`src/hdl/dda_pkg.sv`:
```
// ----------------------------------------------------------------------------
// DDA raycaster shared definitions
// Screen and map geometry, fixed-point widths, register indexes, the beat
// types that pass between the front queue, the walk engine and the divider.
// ----------------------------------------------------------------------------
package dda_pkg;

   // Geometry.
   localparam int SCREEN_WIDTH  = 640;
   localparam int SCREEN_HEIGHT = 480;
   localparam int HALF_HEIGHT   = SCREEN_HEIGHT / 2;
   localparam int MAP_SIZE      = 32;
   localparam int MAP_BITS      = 5;
   localparam int ADDR_BITS     = 2 * MAP_BITS;
   localparam int CELL_COUNT    = MAP_SIZE * MAP_SIZE;
   localparam int STEP_LIMIT    = 2 * MAP_SIZE;
   localparam int STEP_BITS     = 7;

   // Fixed point.
   localparam int ONE_Q16    = 65536;
   localparam int CAM_W      = 19;
   localparam int RAY_W      = 21;
   localparam int ABS_W      = 20;
   localparam int FRAC_W     = 17;
   localparam int DELTA_W    = 33;
   localparam int DIST_W     = 40;
   localparam logic [DELTA_W-1:0] DELTA_SAT = {1'b1, {(DELTA_W-1){1'b0}}};
   localparam logic [DELTA_W-1:0] LINE_DIVIDEND = DELTA_W'(SCREEN_HEIGHT * ONE_Q16);

   // The view offset floor(2*col*ONE/SCREEN_WIDTH) - ONE is split into a
   // whole part and a reciprocal multiply for the remainder.
   localparam int CAM_WHOLE        = 2 * ONE_Q16 / SCREEN_WIDTH;
   localparam int CAM_REM          = 2 * ONE_Q16 % SCREEN_WIDTH;
   localparam int CAM_RECIP_SHIFT  = 29;
   localparam int CAM_RECIP        = (2**29 + SCREEN_WIDTH - 1) / SCREEN_WIDTH;

   // Divider.
   localparam int DIV_STEPS = DELTA_W;
   localparam int DIV_CNT_W = 6;

   // Input queue.
   localparam int QUEUE_DEPTH = 4;
   localparam int QUEUE_BITS  = 2;

   // Register indexes.
   localparam logic [2:0] CSR_POSITION_X     = 3'd0;
   localparam logic [2:0] CSR_POSITION_Y     = 3'd1;
   localparam logic [2:0] CSR_DIRECTION_X    = 3'd2;
   localparam logic [2:0] CSR_DIRECTION_Y    = 3'd3;
   localparam logic [2:0] CSR_CAMERA_PLANE_X = 3'd4;
   localparam logic [2:0] CSR_CAMERA_PLANE_Y = 3'd5;

   typedef enum logic {
      KIND_WRITE,
      KIND_CAST
   } item_kind_type;

   typedef enum logic [3:0] {
      BK_CLEAR,
      BK_IDLE,
      BK_CAM,
      BK_RAY,
      BK_XGO,
      BK_XWAIT,
      BK_YGO,
      BK_YWAIT,
      BK_SIDE_LO,
      BK_SIDE_HI,
      BK_STEP,
      BK_CHECK,
      BK_LINE,
      BK_DONE
   } back_state_type;

   typedef struct packed {
      logic       op;
      logic [9:0] screen_column;
      logic [4:0] cell_x;
      logic [4:0] cell_y;
      logic [3:0] cell_value;
   } item_type;

   typedef struct packed {
      item_kind_type kind;
      logic [9:0]    screen_column;
      logic [4:0]    cell_x;
      logic [4:0]    cell_y;
      logic [3:0]    cell_value;
   } work_type;

   typedef struct packed {
      logic [23:0]        position_x;
      logic [23:0]        position_y;
      logic signed [17:0] direction_x;
      logic signed [17:0] direction_y;
      logic signed [17:0] camera_plane_x;
      logic signed [17:0] camera_plane_y;
   } cfg_type;

   typedef struct packed {
      logic               start;
      logic [DELTA_W-1:0] dividend;
      logic [DIST_W-1:0]  divisor;
   } div_req_type;

   typedef struct packed {
      logic               busy;
      logic [DELTA_W-1:0] quotient;
   } div_rsp_type;

   // Wall color for a nonzero cell value.
   function automatic logic [23:0] pick_color(input logic [3:0] value);
      logic [23:0] color;
      case (value)
         4'd1:    color = 24'hFF0000;
         4'd2:    color = 24'h00FF00;
         4'd3:    color = 24'h0000FF;
         4'd4:    color = 24'hFFFFFF;
         default: color = 24'hFFFF00;
      endcase
      return color;
   endfunction

endpackage

```
`src/hdl/dda_div.sv`:
```
// ----------------------------------------------------------------------------
// DDA raycaster divider
// Restoring divider, one quotient bit per cycle, shared by the step length
// reciprocals and the line height.
// ----------------------------------------------------------------------------
module dda_div (
   input  logic                 clock,
   input  logic                 reset,
   input  dda_pkg::div_req_type req,
   output dda_pkg::div_rsp_type rsp
);
   import dda_pkg::*;

   logic                 busy_ff;
   logic [DIV_CNT_W-1:0] cnt_ff;
   logic [DIST_W-1:0]    rem_ff;
   logic [DELTA_W-1:0]   dvd_ff;
   logic [DELTA_W-1:0]   quo_ff;
   logic [DIST_W-1:0]    dsr_ff;
   logic [DIST_W:0]      trial;
   logic [DIST_W:0]      diff;
   logic                 fits;

   // One trial subtraction.
   assign trial = {rem_ff, dvd_ff[DELTA_W-1]};
   assign diff  = trial - {1'b0, dsr_ff};
   assign fits  = (trial >= {1'b0, dsr_ff});

   assign rsp.busy     = busy_ff;
   assign rsp.quotient = quo_ff;

   // Control.
   always_ff @(posedge clock) begin
      if (reset) begin
         busy_ff <= 1'b0;
         cnt_ff  <= '0;
      end else if (req.start) begin
         busy_ff <= 1'b1;
         cnt_ff  <= DIV_CNT_W'(DIV_STEPS);
      end else if (busy_ff) begin
         cnt_ff <= cnt_ff - 1'b1;
         if (cnt_ff == DIV_CNT_W'(1)) begin
            busy_ff <= 1'b0;
         end
      end
   end

   // Datapath.
   always_ff @(posedge clock) begin
      if (req.start) begin
         rem_ff <= '0;
         dvd_ff <= req.dividend;
         dsr_ff <= req.divisor;
         quo_ff <= '0;
      end else if (busy_ff) begin
         rem_ff <= fits ? diff[DIST_W-1:0] : trial[DIST_W-1:0];
         dvd_ff <= {dvd_ff[DELTA_W-2:0], 1'b0};
         quo_ff <= {quo_ff[DELTA_W-2:0], fits};
      end
   end

endmodule

```
`config.mk`:
```
export PLATFORM = sky130hd
export DESIGN_NAME = dda_div
export DESIGN_NICKNAME = d
export VERILOG_FILES = /design/src/hdl/dda_pkg.sv /design/src/hdl/dda_div.sv
export SDC_FILE = /design/constraint.sdc
export NUM_CORES = 1
export LEC_CHECK = 0
export ABC_CLOCK_PERIOD_IN_PS = 4100
export BUFFER_PORTS_ARGS = -buffer_cell sky130_fd_sc_hd__clkbuf_2
export CELL_PAD_IN_SITES_DETAIL_PLACEMENT = 1
export CELL_PAD_IN_SITES_GLOBAL_PLACEMENT = 2
export CORE_MARGIN = 3
export CORE_UTILIZATION = 37
export DETAILED_ROUTE_END_ITERATION = 10
export GPL_ROUTABILITY_DRIVEN = 0
export PLACE_DENSITY_LB_ADDON = 0.1
export SETUP_SLACK_MARGIN = 0.05
export SYNTH_ARGS = -nofsm -noshare
export SYNTH_HDL_FRONTEND = slang
export SYNTH_SLANG_ARGS = --single-unit
```
`constraint.sdc`:
```
create_clock -name clock -period 4.1 [get_ports clock]
set_clock_uncertainty 0.1 [all_clocks]
set_input_delay 0.205 -clock clock [delete_from_list [all_inputs] [get_ports clock]]
set_output_delay 0.205 -clock clock [all_outputs]
set_load 0.02 [all_outputs]
```
==> flow_metrics.tcl <==
set metrics [dict create \
    holdCritPathClass "primary input to flop" \
    ff2ff_setup_slack_ps 460 \
    path_class "flop to flop" \
    grt_max_degree 80 \
    rsz0062_at_grt "no" \
    worst_pin_slew_ps 1030 \
    fin_crit_sh 0.888 \
    yosysTopAreaCell "edfxtp_1" \
    root_buffer "clkbuf_16" \
    synth_area_um2 8190 \
    wl_per_cell_um 16.2 \
    viasPerCell 5.12 \
    worstHoldPathCells 2 \
    dpl_cell_area_um2 8890 \
    numCtsBuffers 17 \
    clockBufferDepth 2 \
    cap_violations 0 \
    cts_sinks 153 \
    cp_data_arrival_time_ps 3850 \
    die_w_um 155 \
    cts_tree "yes" \
    wl_met1_mm 9.34 \
    min_from "req[73]" \
    finalSetupViolCount 0 \
    slew_headroom 0.312 \
    dpl.hpwl_mm 14.1 \
    power_frac_comb 0.220 \
    status "finished clean" \
    slew_viol_final 0 \
    synth-seq-cells 153 \
    clkTransAtPathRegs_ps 70 \
    drc 0 \
    post-route-min-period_ps 3640 \
    grt_pass1_vias 6896 \
    start_util 0.383 \
    max_stage_delay_ps 540 \
    path_cells "inv_1 > ha_1 > a21o_1 > a31oi_1 > a2111oi_0 > a311oi_1 > a21oi_2 > a21oi_1 > o211a_2 > buf_4 > a21oi_1 > a211oi_1" \
    dieArea_um2 24000 \
    drt-initial-drc-count 207 \
    hold_viol_final 0 \
    synth_cell_types 68 \
    worstHoldEndpoint "dvd_ff[6]" \
    track_usage 0.173 \
    max_freq_mhz 275 \
    switching_share 0.306 \
    startpoint_type "flop" \
    cts-htree-levels 4 \
    first_pass_iters 6 \
    crit_path_end_kind "flop" \
    grt_pass1_wl_mm 34.1 \
    p_seq_frac 0.415 \
    pwr-share-clk 0.365 \
    crit_buf_inv 2 \
    nNetsFinal 1101 \
    drive_gt1_frac 0.189 \
    yosysSeqAreaShare 0.463 \
    rows 53 \
    syn_to_final_growth_pct 24.8 \
    antenna_found_initial 0 \
    layout_common_cells "nor2_1 (119), clkbuf_2 (108), dfxtp_1 (79)" \
    fin_area_um2 10200 \
    power.switching_mw 1.33 \
    leakage_nw 4.35 \
    powerDensity_nw_per_um2 425 \
    cp_top_family "compound AO/OA/AOI/OAI gates" \
    antennaDiodeCount 0 \
    fp.dieH_um 155 \
    setup-tns-final_ps 0 \
    post-route-util 0.479 \
    synth_edf_count 73 \
    worst_r2r_startpoint "dsr_ff[14]" \
    intPower_mw 3.01 \
    pin_count 110 \
    postSynthCellCount 821 \
    fill_cells 2395 \
    ant_nets 0 \
    wl_met3_um 698 \
    synth_ff_type "dfxtp_1" \
    routed.top_layer "met4" \
    core_um2 21400 \
    ys_top_cells_by_area "edfxtp_1 (27%), dfxtp_1 (20%), ha_1 (6.4%), nor2_1 (5.5%), mux2i_1 (5.0%)" \
    cp_max_fo 21 \
    drt_wl_total_mm 20.5 \
    yosysWarnings 0 \
    cpMaxStageDelayCell "o211a_2" \
    timing.hold.ws_ps 41.5 \
    insertion_delay_ps 430 \
    grt_overflow 0 \
    crit_required_ps 4310 \
    synth_top_area_frac 0.268 \
    port_buffers 109 \
    async_reset_ff_frac 0 \
    wl_met2_mm 10.3 \
    r2r_end "rem_ff[22]" \
    layout_commonest_cell "nor2_1" \
    worstRegToRegCells 12 \
    finalPower_mw 4.34 \
    cp_common_cell "a21oi_1" \
    dr_total_vias 6506 \
    syn_area_per_cell_um2 9.97 \
    ir_worst_vdd_mv 0.233 \
    syn_nets 940 \
]
==> per-layer routing <==
layer / track usage / vias to the layer above
li1: - / 3262
met1: 0.216 / 3129
met2: 0.302 / 101
met3: 0.0422 / 14
met4: 0.0416 / 0
met5: 0 / -
==> per-stage QoR <==
step / cells / setup WS, ps
floorplan: 821 / 953
global placement: 1164 / 590
detailed placement: 1164 / 489
CTS: 1270 / 421
global route: 1270 / 156
finish: 1270 / 459
==> layout make-up <==
type	count	area (µm²)	share of cell area
timing repair buffer	188	1340	0.131
sequential	153	3800	0.372
clock buffer	18	429	0.0420
multi-input combinational	568	3950	0.386
inverter	54	210	0.0206
clock inverter	14	155	0.0152
tap	275	344	0.0337
==> power by group through the flow <==
| stage | combinational (mW) | clock, mW | sequential [mW] |
|---|---|---|---|
| after floorplan | 0.712 | 0 | 1.80 |
| after global placement | 0.883 | 0 | 1.83 |
| after detailed placement | 0.902 | 0 | 1.84 |
| after CTS | 0.965 | 1.64 | 1.80 |
| after global routing | 1.07 | 1.70 | 1.82 |
| final | 0.955 | 1.58 | 1.80 |
==> cell usage after synthesis, drive strengths merged, types with 8 or more instances <==
master and count:
inv 54, nor3 12, edfxtp 73, a21o 19, mux2 35, a211oi 34, nand4 9, ha 42
nand3 11, a21oi 65, xor2 18, buf 22, a311oi 9, mux2i 41, o21ai 21, dfxtp 80
o21bai 8, clkbuf 24, nor2 119, xnor2 23, nand2 40
==> logic make-up after synthesis <==
family,count (synthesis),synth area share
AND/OR/NAND/NOR,222,0.120
AO/OA/AOI/OAI,186,0.152
flip-flops,153,0.463
buffers and inverters,100,0.0549
multiplexers,76,0.0987
adder cells (fa/ha/maj),43,0.0666
XOR/XNOR,41,0.0439
==> sequential cells by signal, summed over array words and instances, names as in the netlist <==
name     flops
dsr_ff      40
dvd_ff      33
quo_ff      33
busy_ff      1
rem_ff      40
cnt_ff       6
==> worst max path at each step <==
| stage | cells after the start | slack, ps | start | end |
|---|---|---|---|---|
| after floorplan | 13 | 950 | dvd_ff[32] | rem_ff[38] |
| after global placement | 13 | 590 | dvd_ff[32] | rem_ff[38] |
| after detailed placement | 13 | 490 | dsr_ff[14] | rem_ff[22] |
| after CTS | 12 | 420 | dsr_ff[14] | rem_ff[22] |
| after global routing | 13 | 160 | dsr_ff[14] | rem_ff[22] |
| final | 12 | 460 | dsr_ff[14] | rem_ff[22] |
==> what timing repair did <==
item,CTS,global route
gates resized for setup,0,0
endpoints found under the hold margin,80,0
hold buffers,74,0
buffers inserted,0,0
(Power assumes the default switching activity.)
