## src/hdl/dda_pkg.sv

```systemverilog
// ----------------------------------------------------------------------------
// DDA raycaster shared definitions
// Screen and map geometry, fixed-point widths, register indexes, the beat
// types that pass between the front queue, the walk engine and the divider.
// ----------------------------------------------------------------------------
package dda_pkg;

   // Geometry.
   localparam int SCREEN_WIDTH  = 640;
   localparam int SCREEN_HEIGHT = 480;
   localparam int HALF_HEIGHT   = SCREEN_HEIGHT / 2;
   localparam int MAP_SIZE      = 32;
   localparam int MAP_BITS      = 5;
   localparam int ADDR_BITS     = 2 * MAP_BITS;
   localparam int CELL_COUNT    = MAP_SIZE * MAP_SIZE;
   localparam int STEP_LIMIT    = 2 * MAP_SIZE;
   localparam int STEP_BITS     = 7;

   // Fixed point.
   localparam int ONE_Q16    = 65536;
   localparam int CAM_W      = 19;
   localparam int RAY_W      = 21;
   localparam int ABS_W      = 20;
   localparam int FRAC_W     = 17;
   localparam int DELTA_W    = 33;
   localparam int DIST_W     = 40;
   localparam logic [DELTA_W-1:0] DELTA_SAT = {1'b1, {(DELTA_W-1){1'b0}}};
   localparam logic [DELTA_W-1:0] LINE_DIVIDEND = DELTA_W'(SCREEN_HEIGHT * ONE_Q16);

   // The view offset floor(2*col*ONE/SCREEN_WIDTH) - ONE is split into a
   // whole part and a reciprocal multiply for the remainder.
   localparam int CAM_WHOLE        = 2 * ONE_Q16 / SCREEN_WIDTH;
   localparam int CAM_REM          = 2 * ONE_Q16 % SCREEN_WIDTH;
   localparam int CAM_RECIP_SHIFT  = 29;
   localparam int CAM_RECIP        = (2**29 + SCREEN_WIDTH - 1) / SCREEN_WIDTH;

   // Divider.
   localparam int DIV_STEPS = DELTA_W;
   localparam int DIV_CNT_W = 6;

   // Input queue.
   localparam int QUEUE_DEPTH = 4;
   localparam int QUEUE_BITS  = 2;

   // Register indexes.
   localparam logic [2:0] CSR_POSITION_X     = 3'd0;
   localparam logic [2:0] CSR_POSITION_Y     = 3'd1;
   localparam logic [2:0] CSR_DIRECTION_X    = 3'd2;
   localparam logic [2:0] CSR_DIRECTION_Y    = 3'd3;
   localparam logic [2:0] CSR_CAMERA_PLANE_X = 3'd4;
   localparam logic [2:0] CSR_CAMERA_PLANE_Y = 3'd5;

   typedef enum logic {
      KIND_WRITE,
      KIND_CAST
   } item_kind_type;

   typedef enum logic [3:0] {
      BK_CLEAR,
      BK_IDLE,
      BK_CAM,
      BK_RAY,
      BK_XGO,
      BK_XWAIT,
      BK_YGO,
      BK_YWAIT,
      BK_SIDE_LO,
      BK_SIDE_HI,
      BK_STEP,
      BK_CHECK,
      BK_LINE,
      BK_DONE
   } back_state_type;

   typedef struct packed {
      logic       op;
      logic [9:0] screen_column;
      logic [4:0] cell_x;
      logic [4:0] cell_y;
      logic [3:0] cell_value;
   } item_type;

   typedef struct packed {
      item_kind_type kind;
      logic [9:0]    screen_column;
      logic [4:0]    cell_x;
      logic [4:0]    cell_y;
      logic [3:0]    cell_value;
   } work_type;

   typedef struct packed {
      logic [23:0]        position_x;
      logic [23:0]        position_y;
      logic signed [17:0] direction_x;
      logic signed [17:0] direction_y;
      logic signed [17:0] camera_plane_x;
      logic signed [17:0] camera_plane_y;
   } cfg_type;

   typedef struct packed {
      logic               start;
      logic [DELTA_W-1:0] dividend;
      logic [DIST_W-1:0]  divisor;
   } div_req_type;

   typedef struct packed {
      logic               busy;
      logic [DELTA_W-1:0] quotient;
   } div_rsp_type;

   // Wall color for a nonzero cell value.
   function automatic logic [23:0] pick_color(input logic [3:0] value);
      logic [23:0] color;
      case (value)
         4'd1:    color = 24'hFF0000;
         4'd2:    color = 24'h00FF00;
         4'd3:    color = 24'h0000FF;
         4'd4:    color = 24'hFFFFFF;
         default: color = 24'hFFFF00;
      endcase
      return color;
   endfunction

endpackage

```

## src/hdl/dda_front.sv

```systemverilog
// ----------------------------------------------------------------------------
// DDA raycaster front queue
// Accepts request beats into a short queue and tags each as a cell write or
// a ray cast for the walk engine.
// ----------------------------------------------------------------------------
module dda_front (
   input  logic             clock,
   input  logic             reset,
   input  logic             hold,
   input  logic             push,
   input  dda_pkg::item_type item,
   output logic             full,
   output logic             deq_valid,
   output dda_pkg::work_type deq_work,
   input  logic             deq_ready
);
   import dda_pkg::*;

   item_type               slot_ff [QUEUE_DEPTH];
   logic [QUEUE_BITS-1:0]  head_ff;
   logic [QUEUE_BITS-1:0]  tail_ff;
   logic [QUEUE_BITS:0]    count_ff;
   logic                   accept;
   logic                   take;
   item_type               head_item;

   // Handshake on both sides.
   assign full      = (count_ff == (QUEUE_BITS+1)'(QUEUE_DEPTH)) | hold;
   assign accept    = push & ~full;
   assign deq_valid = (count_ff != '0);
   assign take      = deq_valid & deq_ready;

   // Classify the oldest beat.
   assign head_item               = slot_ff[head_ff];
   assign deq_work.kind           = head_item.op ? KIND_CAST : KIND_WRITE;
   assign deq_work.screen_column  = head_item.screen_column;
   assign deq_work.cell_x         = head_item.cell_x;
   assign deq_work.cell_y         = head_item.cell_y;
   assign deq_work.cell_value     = head_item.cell_value;

   // Queue pointers and count.
   always_ff @(posedge clock) begin
      if (reset) begin
         head_ff  <= '0;
         tail_ff  <= '0;
         count_ff <= '0;
      end else begin
         if (accept) begin
            tail_ff <= tail_ff + 1'b1;
         end
         if (take) begin
            head_ff <= head_ff + 1'b1;
         end
         if (accept & ~take) begin
            count_ff <= count_ff + 1'b1;
         end else if (take & ~accept) begin
            count_ff <= count_ff - 1'b1;
         end
      end
   end

   // Queue storage.
   always_ff @(posedge clock) begin
      if (accept) begin
         slot_ff[tail_ff] <= item;
      end
   end

endmodule

```

## config.mk

```make
export PLATFORM = sky130hd
export DESIGN_NAME = dda_front
export DESIGN_NICKNAME = d
export VERILOG_FILES = /design/src/hdl/dda_pkg.sv /design/src/hdl/dda_front.sv
export SDC_FILE = /design/constraint.sdc
export NUM_CORES = 1
export LEC_CHECK = 0
export ABC_AREA = 1
export BUFFER_PORTS_ARGS = -buffer_cell sky130_fd_sc_hd__buf_4
export CAP_MARGIN = 10
export CORE_ASPECT_RATIO = 1.25
export CORE_MARGIN = 2
export CORE_UTILIZATION = 29
export DETAILED_ROUTE_END_ITERATION = 12
export MAX_ROUTING_LAYER = met4
export PLACE_DENSITY = 0.47
export SLEW_MARGIN = 40
export SYNTH_ARGS = -nofsm -noshare
export SYNTH_HDL_FRONTEND = slang
export SYNTH_SLANG_ARGS = --single-unit
```

## constraint.sdc

```tcl
create_clock -name clock -period 3.1 [get_ports clock]
set_input_delay 0.155 -clock clock [delete_from_list [all_inputs] [get_ports clock]]
set_output_delay 0.155 -clock clock [all_outputs]
set_load 0.02 [all_outputs]
```

==> results of run 1 <==
[final cells by class]
type	count	area (sq um)
fillers	1426	9190
flip-flops and latches	109	3180
multi-input cells	171	901
repair buffers	62	490
clock buffers	11	233
well taps	178	223
inverters	20	77.6
clock inverters	5	51.3
[metrics by stage]
stage               cell area (sq um)  total power [mW]
floorplan                        4240              2.55
detailed placement               4820              2.99
finish                           5160              4.05
CTS                              5110              4.10
global placement                 4820              2.98
global route                     5160              4.29
[metal layers]
metal	GRT usage (%)	vias to the layer above	wire, microns
met5	-	-	0
met4	4.81	0	138
met3	1.96	8	201
met2	18.5	49	4330
met1	15.1	1225	4020
li1	-	1253	-
[worst reg2reg max path: cells and delay by family, from the launching register on]
kind | cells | cell delay (ns)
adder cells (fa/ha/maj) | 2 | 0.54
buffers and inverters | 3 | 0.24
flip-flops | 1 | 0.40
AND/OR/NAND/NOR | 8 | 0.67
[state kept, by name (all words and copies together) (netlist names), named ones only]
signal	cells
count_ff	3
head_ff	2
slot_ff	100
tail_ff	2
[cell usage in the layout, fill, tap and decap left out]
| master | count |
|---|---|
| a21oi_1 | 3 |
| buf_4 | 58 |
| buf_8 | 3 |
| bufinv_16 | 1 |
| clkbuf_1 | 2 |
| clkbuf_16 | 9 |
| clkinv_2 | 3 |
| dfxtp_1 | 8 |
| dfxtp_2 | 1 |
| dlygate4sd3_1 | 1 |
| edfxtp_1 | 100 |
| fa_1 | 1 |
| ha_1 | 5 |
| inv_1 | 18 |
| inv_2 | 1 |
| inv_4 | 2 |
| nand2_1 | 15 |
| nand2_2 | 2 |
| nand3_1 | 3 |
| nand3_4 | 1 |
| nand4_1 | 2 |
| nor2_1 | 57 |
| nor2_2 | 1 |
| nor2_4 | 4 |
| o21ai_0 | 41 |
| o21ai_1 | 9 |
| o21ai_2 | 1 |
| o22ai_1 | 25 |
| xor2_1 | 1 |
[cell families (layout without fill, tap and decap cells)]
kind of cell	count (synthesis)	in the layout	synth area share, %
flops	109	109	75.0
compound gates	79	79	10.1
fa+ha+maj	6	6	1.95
simple gates	85	85	8.23
buf+inv	35	98	4.42
xor+xnor	1	1	0.207
[where the power goes]
group	total (mW)	internal, mW	switching, mW
Clock	1.11	0.624	0.481
Sequential	1.79	1.71	0.0752
Combinational	1.16	0.425	0.734
[worst max path at each step]
stage                                         from                  endpoint  slack (ns)
after global routing                     flip-flop              deq_work[19]        0.83
after global placement    count_ff[0]$_SDFFE_PP0P_  count_ff[2]$_SDFFE_PP0P_        1.20
after CTS                                flip-flop              deq_work[17]        0.94
after floorplan           count_ff[0]$_SDFFE_PP0P_   slot_ff[0][0]$_DFFE_PP_        0.92
final                                    flip-flop              deq_work[17]        0.98
after detailed placement  count_ff[0]$_SDFFE_PP0P_   slot_ff[3][4]$_DFFE_PP_        1.16
==> flow_metrics.tcl, run 1 <==
set metrics [dict create \
    dp.cells 536 \
    drive_above_1_share_pct 23.0 \
    syn_avg_cell_area_sq_um 13.5 \
    routed_via_density 4.56 \
    drt_iter0_markers 142 \
    cts.sinks 109 \
    fin_tns_setup_ns 0 \
    cp.depth 4 \
    crit_chain "buf_4, o21ai_0, o22ai_1, buf_4" \
    grt_use_total_pct 11.8 \
    synth_area_sq_um 4240 \
    antenna_left 0 \
    cts_tree "yes" \
    ys.flop_type "edfxtp_1" \
    synth_most_common_cell "edfxtp_1" \
    reg2reg_slack_ns 1.15 \
    synth_top_area_cell "edfxtp_1" \
    slew_viol_final 0 \
    root_buffer "clkbuf_16" \
    core_sq_um 14300 \
    finalSetupViolCount 0 \
    hpwl_mm 5.22 \
    yosysSeqAreaShare_pct 75.0 \
    criticalPathCategory "reg2out" \
    post-route-period-util_pct 68.4 \
    required_ns 2.94 \
    power.density_nw_per_um2 785 \
    antenna_found_initial 0 \
    nets 409 \
    r2r_end "count_ff[2]$_SDFFE_PP0P_" \
    drc 0 \
    yosys-top-cells-count "edfxtp_1, nor2_1, o21ai_0" \
    holdPathStages 1 \
    wl_per_cell_microns 15.6 \
    die_w_microns 112 \
    crit_family "flip-flops" \
    diodes 0 \
    slowest_delay_ns 0.66 \
    syn_nets 351 \
    synth_cell_types 23 \
    stdcell_count 556 \
    cts_buffers 9 \
    rsz0062_at_grt "false" \
    worstPathMaxFanout 26 \
    synth_area_leaders "edfxtp_1, nor2_1, o21ai_0" \
    grt_pass1_vias 2627 \
    hold_slack_ns 0.0139 \
    cts_buffer_depth 2 \
    ir_drop_mv 0.315 \
    max_cap_violations 0 \
    crit_top_cell "buf_4" \
    max-slew-margin-rel_pct 47.9 \
    finalWirelength_mm 8.69 \
    finalHoldViolations 0 \
    min_from "item[20]" \
    arrival_ns 1.97 \
    grt_pass1_wl_mm 13.9 \
    first_pass_iters 4 \
    timing.rr.start "count_ff[1]$_SDFFE_PP0P_" \
    area_growth_pct 21.7 \
    dpl_worst_slack_ns 1.16 \
    outcome "completed" \
    power.leakage_nw 1.84 \
    clk_pin_slew_ns 0.07 \
    final.setup.worst_slack_ns 0.978 \
    async_reset_ff_share_pct 0 \
    min_period_ns 2.12 \
    ys_ff_latch 109 \
    yosysTopAreaCellShare_pct 70.8 \
    synth_cells 315 \
    worst-path-buf-inv 2 \
    fp.dieArea_sq_um 15600 \
    cp_slowest_cell "dfxtp_2" \
    port_buffers 56 \
    dr_total_vias 2535 \
    row_count 49 \
    post-cts-setup-buffers 0 \
    clk_latency_ns 0.34 \
    postCtsHoldBufs 1 \
    initial_core_util_pct 29.6 \
    max_freq_mhz 471 \
    final_util_pct 36.0 \
    ff2ff_path_depth 13 \
    post_cts_resized 0 \
    worst_pin_slew_ns 0.780 \
    yosysWarnings 0 \
    dieHeight_microns 139 \
    synth_edf_count 100 \
    ioPinCount 57 \
    cts-htree-levels 3 \
    min_to "slot_ff[1][20]$_DFFE_PP_" \
    end_kind "primary output" \
    globalRouteOverflowTotal 0 \
    place.gp.congestion 0.702 \
    hp-class "in2reg" \
    grt_max_degree 51 \
    skew_ns 0.00995 \
    cp-start-kind "flip-flop" \
]
No activity file was read; power rests on OpenSTA's default activity.
==> run 2, diff against run 1 <==
- PLACE_DENSITY: 0.47 -> 0.48
- clock period: 3.1 -> 1.84 ns (I/O delays scaled with it)
==> flow_metrics.tcl, run 2 (same netlist as run 1, synthesis figures left out) <==
set metrics [dict create \
    globalRouteOverflowTotal 0 \
    root_buffer "clkbuf_16" \
    required_ns 2.08 \
    final.setup.worst_slack_ns 0.101 \
    topRoutingLayerUsed "met4" \
    fin_tns_setup_ns 0 \
    ioPinCount 57 \
    comb_power_share_pct 30.2 \
    max_cap_violations 0 \
    dieHeight_microns 139 \
    drc 0 \
    switching_share_pct 32.2 \
    total_power_mw 7.05 \
    antenna_left 0 \
    cp_slowest_cell "fa_2" \
    wl_per_cell_microns 15.4 \
    met1_length_mm 4.22 \
    cts_buffers 9 \
    end_kind "flip-flop" \
    reg2reg_slack_ns 0.10 \
    crit_top_cell "inv_1" \
    diodes 0 \
    finalWirelength_mm 9.10 \
    drive_above_1_share_pct 25.1 \
    finalHoldViolations 0 \
    largest_reg_flops 100 \
    fp.dieArea_sq_um 15600 \
    cts.sinks 109 \
    worst-path-buf-inv 2 \
    grt_pass1_vias 2760 \
    dr_total_vias 2687 \
    place.gp.congestion 0.757 \
    clk_latency_ns 0.34 \
    placement.cell_area_sq_um 5000 \
    arrival_ns 1.98 \
    stdcell_area_sq_um 5580 \
    cts-htree-levels 3 \
    worstPathMaxFanout 4 \
    switchingPower_mw 2.27 \
    cp-start-kind "flip-flop" \
    p_int_mw 4.78 \
    antenna_found_initial 0 \
    hpwl_mm 5.76 \
    grt_pass1_wl_mm 14.9 \
    crit_family "adder cells" \
    min_period_ns 1.74 \
    row_count 49 \
    outcome "completed" \
    ff2ff_path_depth 9 \
    ir_drop_mv 0.551 \
    crit_chain "nor2_4, nand2_2, nand3_4, inv_1, ha_1, inv_1, fa_2, o21ai_0, nor2_1" \
    top_register "slot_ff" \
    max_freq_mhz 575 \
    initial_core_util_pct 29.6 \
    post-route-period-util_pct 94.5 \
    clk_pin_slew_ns 0.07 \
    worst_pin_slew_ns 0.384 \
    power.leakage_nw 2.01 \
    cts_tree "yes" \
    cp.depth 9 \
    routed_via_density 4.53 \
    mostFrequentLayoutCells "edfxtp_1, buf_4, nor2_1" \
    core_sq_um 14300 \
    p_clk_share_pct 27.5 \
    dpl_worst_slack_ns 0.00932 \
    port_buffers 56 \
    skew_ns 0.00492 \
    grt_max_degree 51 \
    rsz0062_at_grt "false" \
    die_w_microns 112 \
    grt_use_total_pct 12.7 \
    slowest_delay_ns 0.43 \
    dr_wl_met3_microns 384 \
    hp-class "in2reg" \
    reg_top3 "slot_ff: 100 flops, count_ff: 3 flops" \
    criticalPathCategory "reg2reg" \
    first_pass_iters 4 \
    cts_buffer_depth 2 \
    holdPathStages 3 \
    power.density_nw_per_um2 1260 \
    p_seq_share_pct 42.3 \
    final_common_cell "edfxtp_1" \
    drt_iter0_markers 146 \
    slew_viol_final 0 \
    max-slew-margin-rel_pct 74.4 \
    finalSetupViolCount 0 \
    nets 446 \
    area_growth_pct 31.5 \
    wl_met2_mm 4.37 \
]
## run 2: changes by cell type in the layout (fill, tap and decap cells not counted), sizes merged
cell,change
dlygate4sd3,+25
buf,+12
clkbuf,-1
clkinvlp,+1
## run 2: layout make-up
class                           count  area, sq um
Sequential cell                   109         3190
Inverter                           20         80.1
Multi-Input combinational cell    171          911
Timing Repair Buffer               99          871
Fill cell                        1394         8770
Clock inverter                      6         72.6
Tap cell                          178          223
Clock buffer                       10          229
## run 2: path summary, 6_finish.rpt
kind | start | endpoint
min reg2reg | head_ff[1]$_SDFFE_PP0P_ | head_ff[1]$_SDFFE_PP0P_
max | count_ff[1]$_SDFFE_PP0P_ | count_ff[1]$_SDFFE_PP0P_
max reg2reg | count_ff[1]$_SDFFE_PP0P_ | count_ff[1]$_SDFFE_PP0P_
min | deq_ready | head_ff[1]$_SDFFE_PP0P_
## run 2: power groups by stage
stage	logic, mW	registers, mW	clock network (mW)
global route	2.37	3.01	2.10
CTS	2.17	2.97	1.99
floorplan	1.30	3.00	0
finish	2.13	2.99	1.94
global placement	2.10	3.01	0
detailed placement	2.12	3.02	0
## run 2: per-layer routing
metal	track usage [%]	vias up
met1	16.1	1288
met2	20.2	62
li1	-	1326
met4	4.17	0
met3	3.01	11
met5	-	-
## run 2: repair_timing
action,in CTS,in global routing
endpoints found under the hold margin,105,0
hold buffers,26,0
setup endpoints to repair,1,14
buffers inserted,0,0
resized for setup,2,6
## run 2: metrics by stage
step                      hold slack, ns  std cells  util (%)
final                             0.0644        593      38.9
after global placement             0.294        551      34.8
after floorplan                    0.161        315         -
after detailed placement           0.296        551      34.8
after global routing              0.0801        593      38.9
after CTS                         0.0547        593      38.8
## run 2: tightest hold or removal path, stage by stage
cell and delay [ns]:
buf_4 0.12, nand3_1 0.07, a21oi_1 0.07
==> run 3, diff against run 2 <==
- CORE_MARGIN: 2 -> unset
- CORE_UTILIZATION: 29 -> 45
- GPL_TIMING_DRIVEN: unset -> 1
- PLACE_DENSITY: 0.48 -> 0.68
==> flow_metrics.tcl, run 3 (same netlist as run 1, synthesis figures left out) <==
set metrics [dict create \
    cts_buffers 9 \
    reg_top3 "slot_ff: 100 flops, count_ff: 3 flops" \
    drc 0 \
    power.density_nw_per_um2 1290 \
    min_period_ns 1.77 \
    largest_reg_flops 100 \
    ioPinCount 57 \
    antenna_found_initial 0 \
    p_seq_share_pct 43.0 \
    cts_tree "yes" \
    grt_use_total_pct 18.2 \
    total_power_mw 7.04 \
    power.leakage_nw 2.00 \
    final_common_cell "edfxtp_1" \
    timing.rr.start "count_ff[0]$_SDFFE_PP0P_" \
    finalSetupViolCount 0 \
    grt_pass1_vias 2604 \
    crit_end "count_ff[1]$_SDFFE_PP0P_" \
    layout.area.seq_sq_um 3200 \
    comb_power_share_pct 29.1 \
    root_buffer "clkbuf_16" \
    worst_pin_slew_ns 0.355 \
    finalHoldViolations 0 \
    end_kind "flip-flop" \
    cts_buffer_depth 2 \
    required_ns 2.08 \
    max-slew-margin-rel_pct 76.3 \
    post-route-period-util_pct 95.9 \
    grt_max_degree 51 \
    criticalPathCategory "reg2reg" \
    grt_pass1_wl_mm 12.7 \
    drt_iter0_markers 232 \
    hpwl_mm 5.02 \
    ir_drop_mv 0.711 \
    fp.dieArea_sq_um 9820 \
    topRoutingLayerUsed "met4" \
    dr_total_vias 2717 \
    drive_above_1_share_pct 24.6 \
    multi_input_area_sq_um 911 \
    clk_pin_slew_ns 0.07 \
    cts.sinks 109 \
    fin_tns_setup_ns 0 \
    dieHeight_microns 111 \
    globalRouteOverflowTotal 0 \
    r2r_end "count_ff[1]$_SDFFE_PP0P_" \
    reg2reg_slack_ns 0.07 \
    port_buffers 56 \
    diodes 0 \
    core_sq_um 9130 \
    fill_cells 743 \
    min_from "deq_ready" \
    top_register "slot_ff" \
    place.gp.congestion 0.781 \
    die_w_microns 88.8 \
    initial_core_util_pct 46.5 \
    max_freq_mhz 567 \
    arrival_ns 2.00 \
    first_pass_iters 5 \
    area_growth_pct 28.4 \
    outcome "completed" \
    met1_length_mm 3.56 \
    final.setup.worst_slack_ns 0.0748 \
    dpl_worst_slack_ns 0.0126 \
    skew_ns 0.00386 \
    wl_per_cell_microns 15.1 \
    p_clk_share_pct 27.9 \
    cp-start-kind "flip-flop" \
    wl_met2_mm 4.02 \
    post-cts-setup-buffers 0 \
    cp-startpoint "count_ff[0]$_SDFFE_PP0P_" \
    dr_wl_met3_microns 290 \
    nets 443 \
    switchingPower_mw 2.16 \
    antenna_left 0 \
    clk_latency_ns 0.34 \
    finalWirelength_mm 8.09 \
    routed_via_density 5.09 \
    hp-class "in2reg" \
    hold_slack_ns 0.0722 \
    row_count 39 \
    stdcell_count 534 \
    dp.cells 493 \
    p_int_mw 4.88 \
    ff2ff_path_depth 9 \
    worstPathMaxFanout 4 \
    switching_share_pct 30.7 \
    max_cap_violations 0 \
    slew_viol_final 0 \
    mostFrequentLayoutCells "edfxtp_1, buf_4, nor2_1" \
    cts-htree-levels 3 \
]
==> run 3: power groups by stage <==
stage                     combinational (mW)  sequential [mW]  clock, mW
after CTS                               2.04             3.00       2.00
after detailed placement                1.99             3.05          0
after floorplan                         1.30             3.00          0
final                                   2.05             3.02       1.96
after global routing                    2.25             3.04       2.09
after global placement                  1.97             3.04          0
==> run 3: layout make-up <==
| class | instances | share of cell area, % |
|---|---|---|
| clock buffers | 9 | 4.14 |
| flip-flops and latches | 109 | 58.7 |
| inverters | 20 | 1.52 |
| clock inverters | 6 | 1.45 |
| well taps | 123 | 2.83 |
| multi-input cells | 171 | 16.7 |
| repair buffers | 96 | 14.7 |
==> run 3: what timing repair did <==
action | in CTS | in global routing
endpoints found under the setup margin | 10 | 16
hold buffers | 26 | 0
hold endpoints to repair | 105 | 0
resized for setup | 3 | 9
pin swaps | 0 | 1
==> run 3: metal layers <==
metal / up-vias / track usage, %
li1: 1319 / -
met1: 1306 / 24.1
met2: 74 / 27.2
met3: 18 / 2.69
met4: 0 / 9.35
met5: - / -
==> run 3: worst min-delay path by stage <==
stage | endpoint | cells past startpoint
CTS | flip-flop | 3
floorplan | flip-flop | 1
finish | head_ff[0]$_SDFFE_PP0P_ | 3
global placement | flip-flop | 2
detailed placement | flip-flop | 2
global route | head_ff[0]$_SDFFE_PP0P_ | 3
==> run 3: worst max-delay path, cell delays in order, from the launching register on <==
cell and delay, ns:
dfxtp_4 0.37, nor2_4 0.13, nand2_2 0.10, nand3_4 0.07, inv_1 0.04, ha_1 0.20
inv_1 0.10, fa_2 0.44, o21ai_1 0.16, nor2_1 0.06
==> run 3: through the flow <==
step,cell area (sq um),util [%]
floorplan,4240,-
global placement,4850,53.2
detailed placement,4850,53.2
CTS,5420,59.4
global route,5450,59.7
finish,5450,59.7
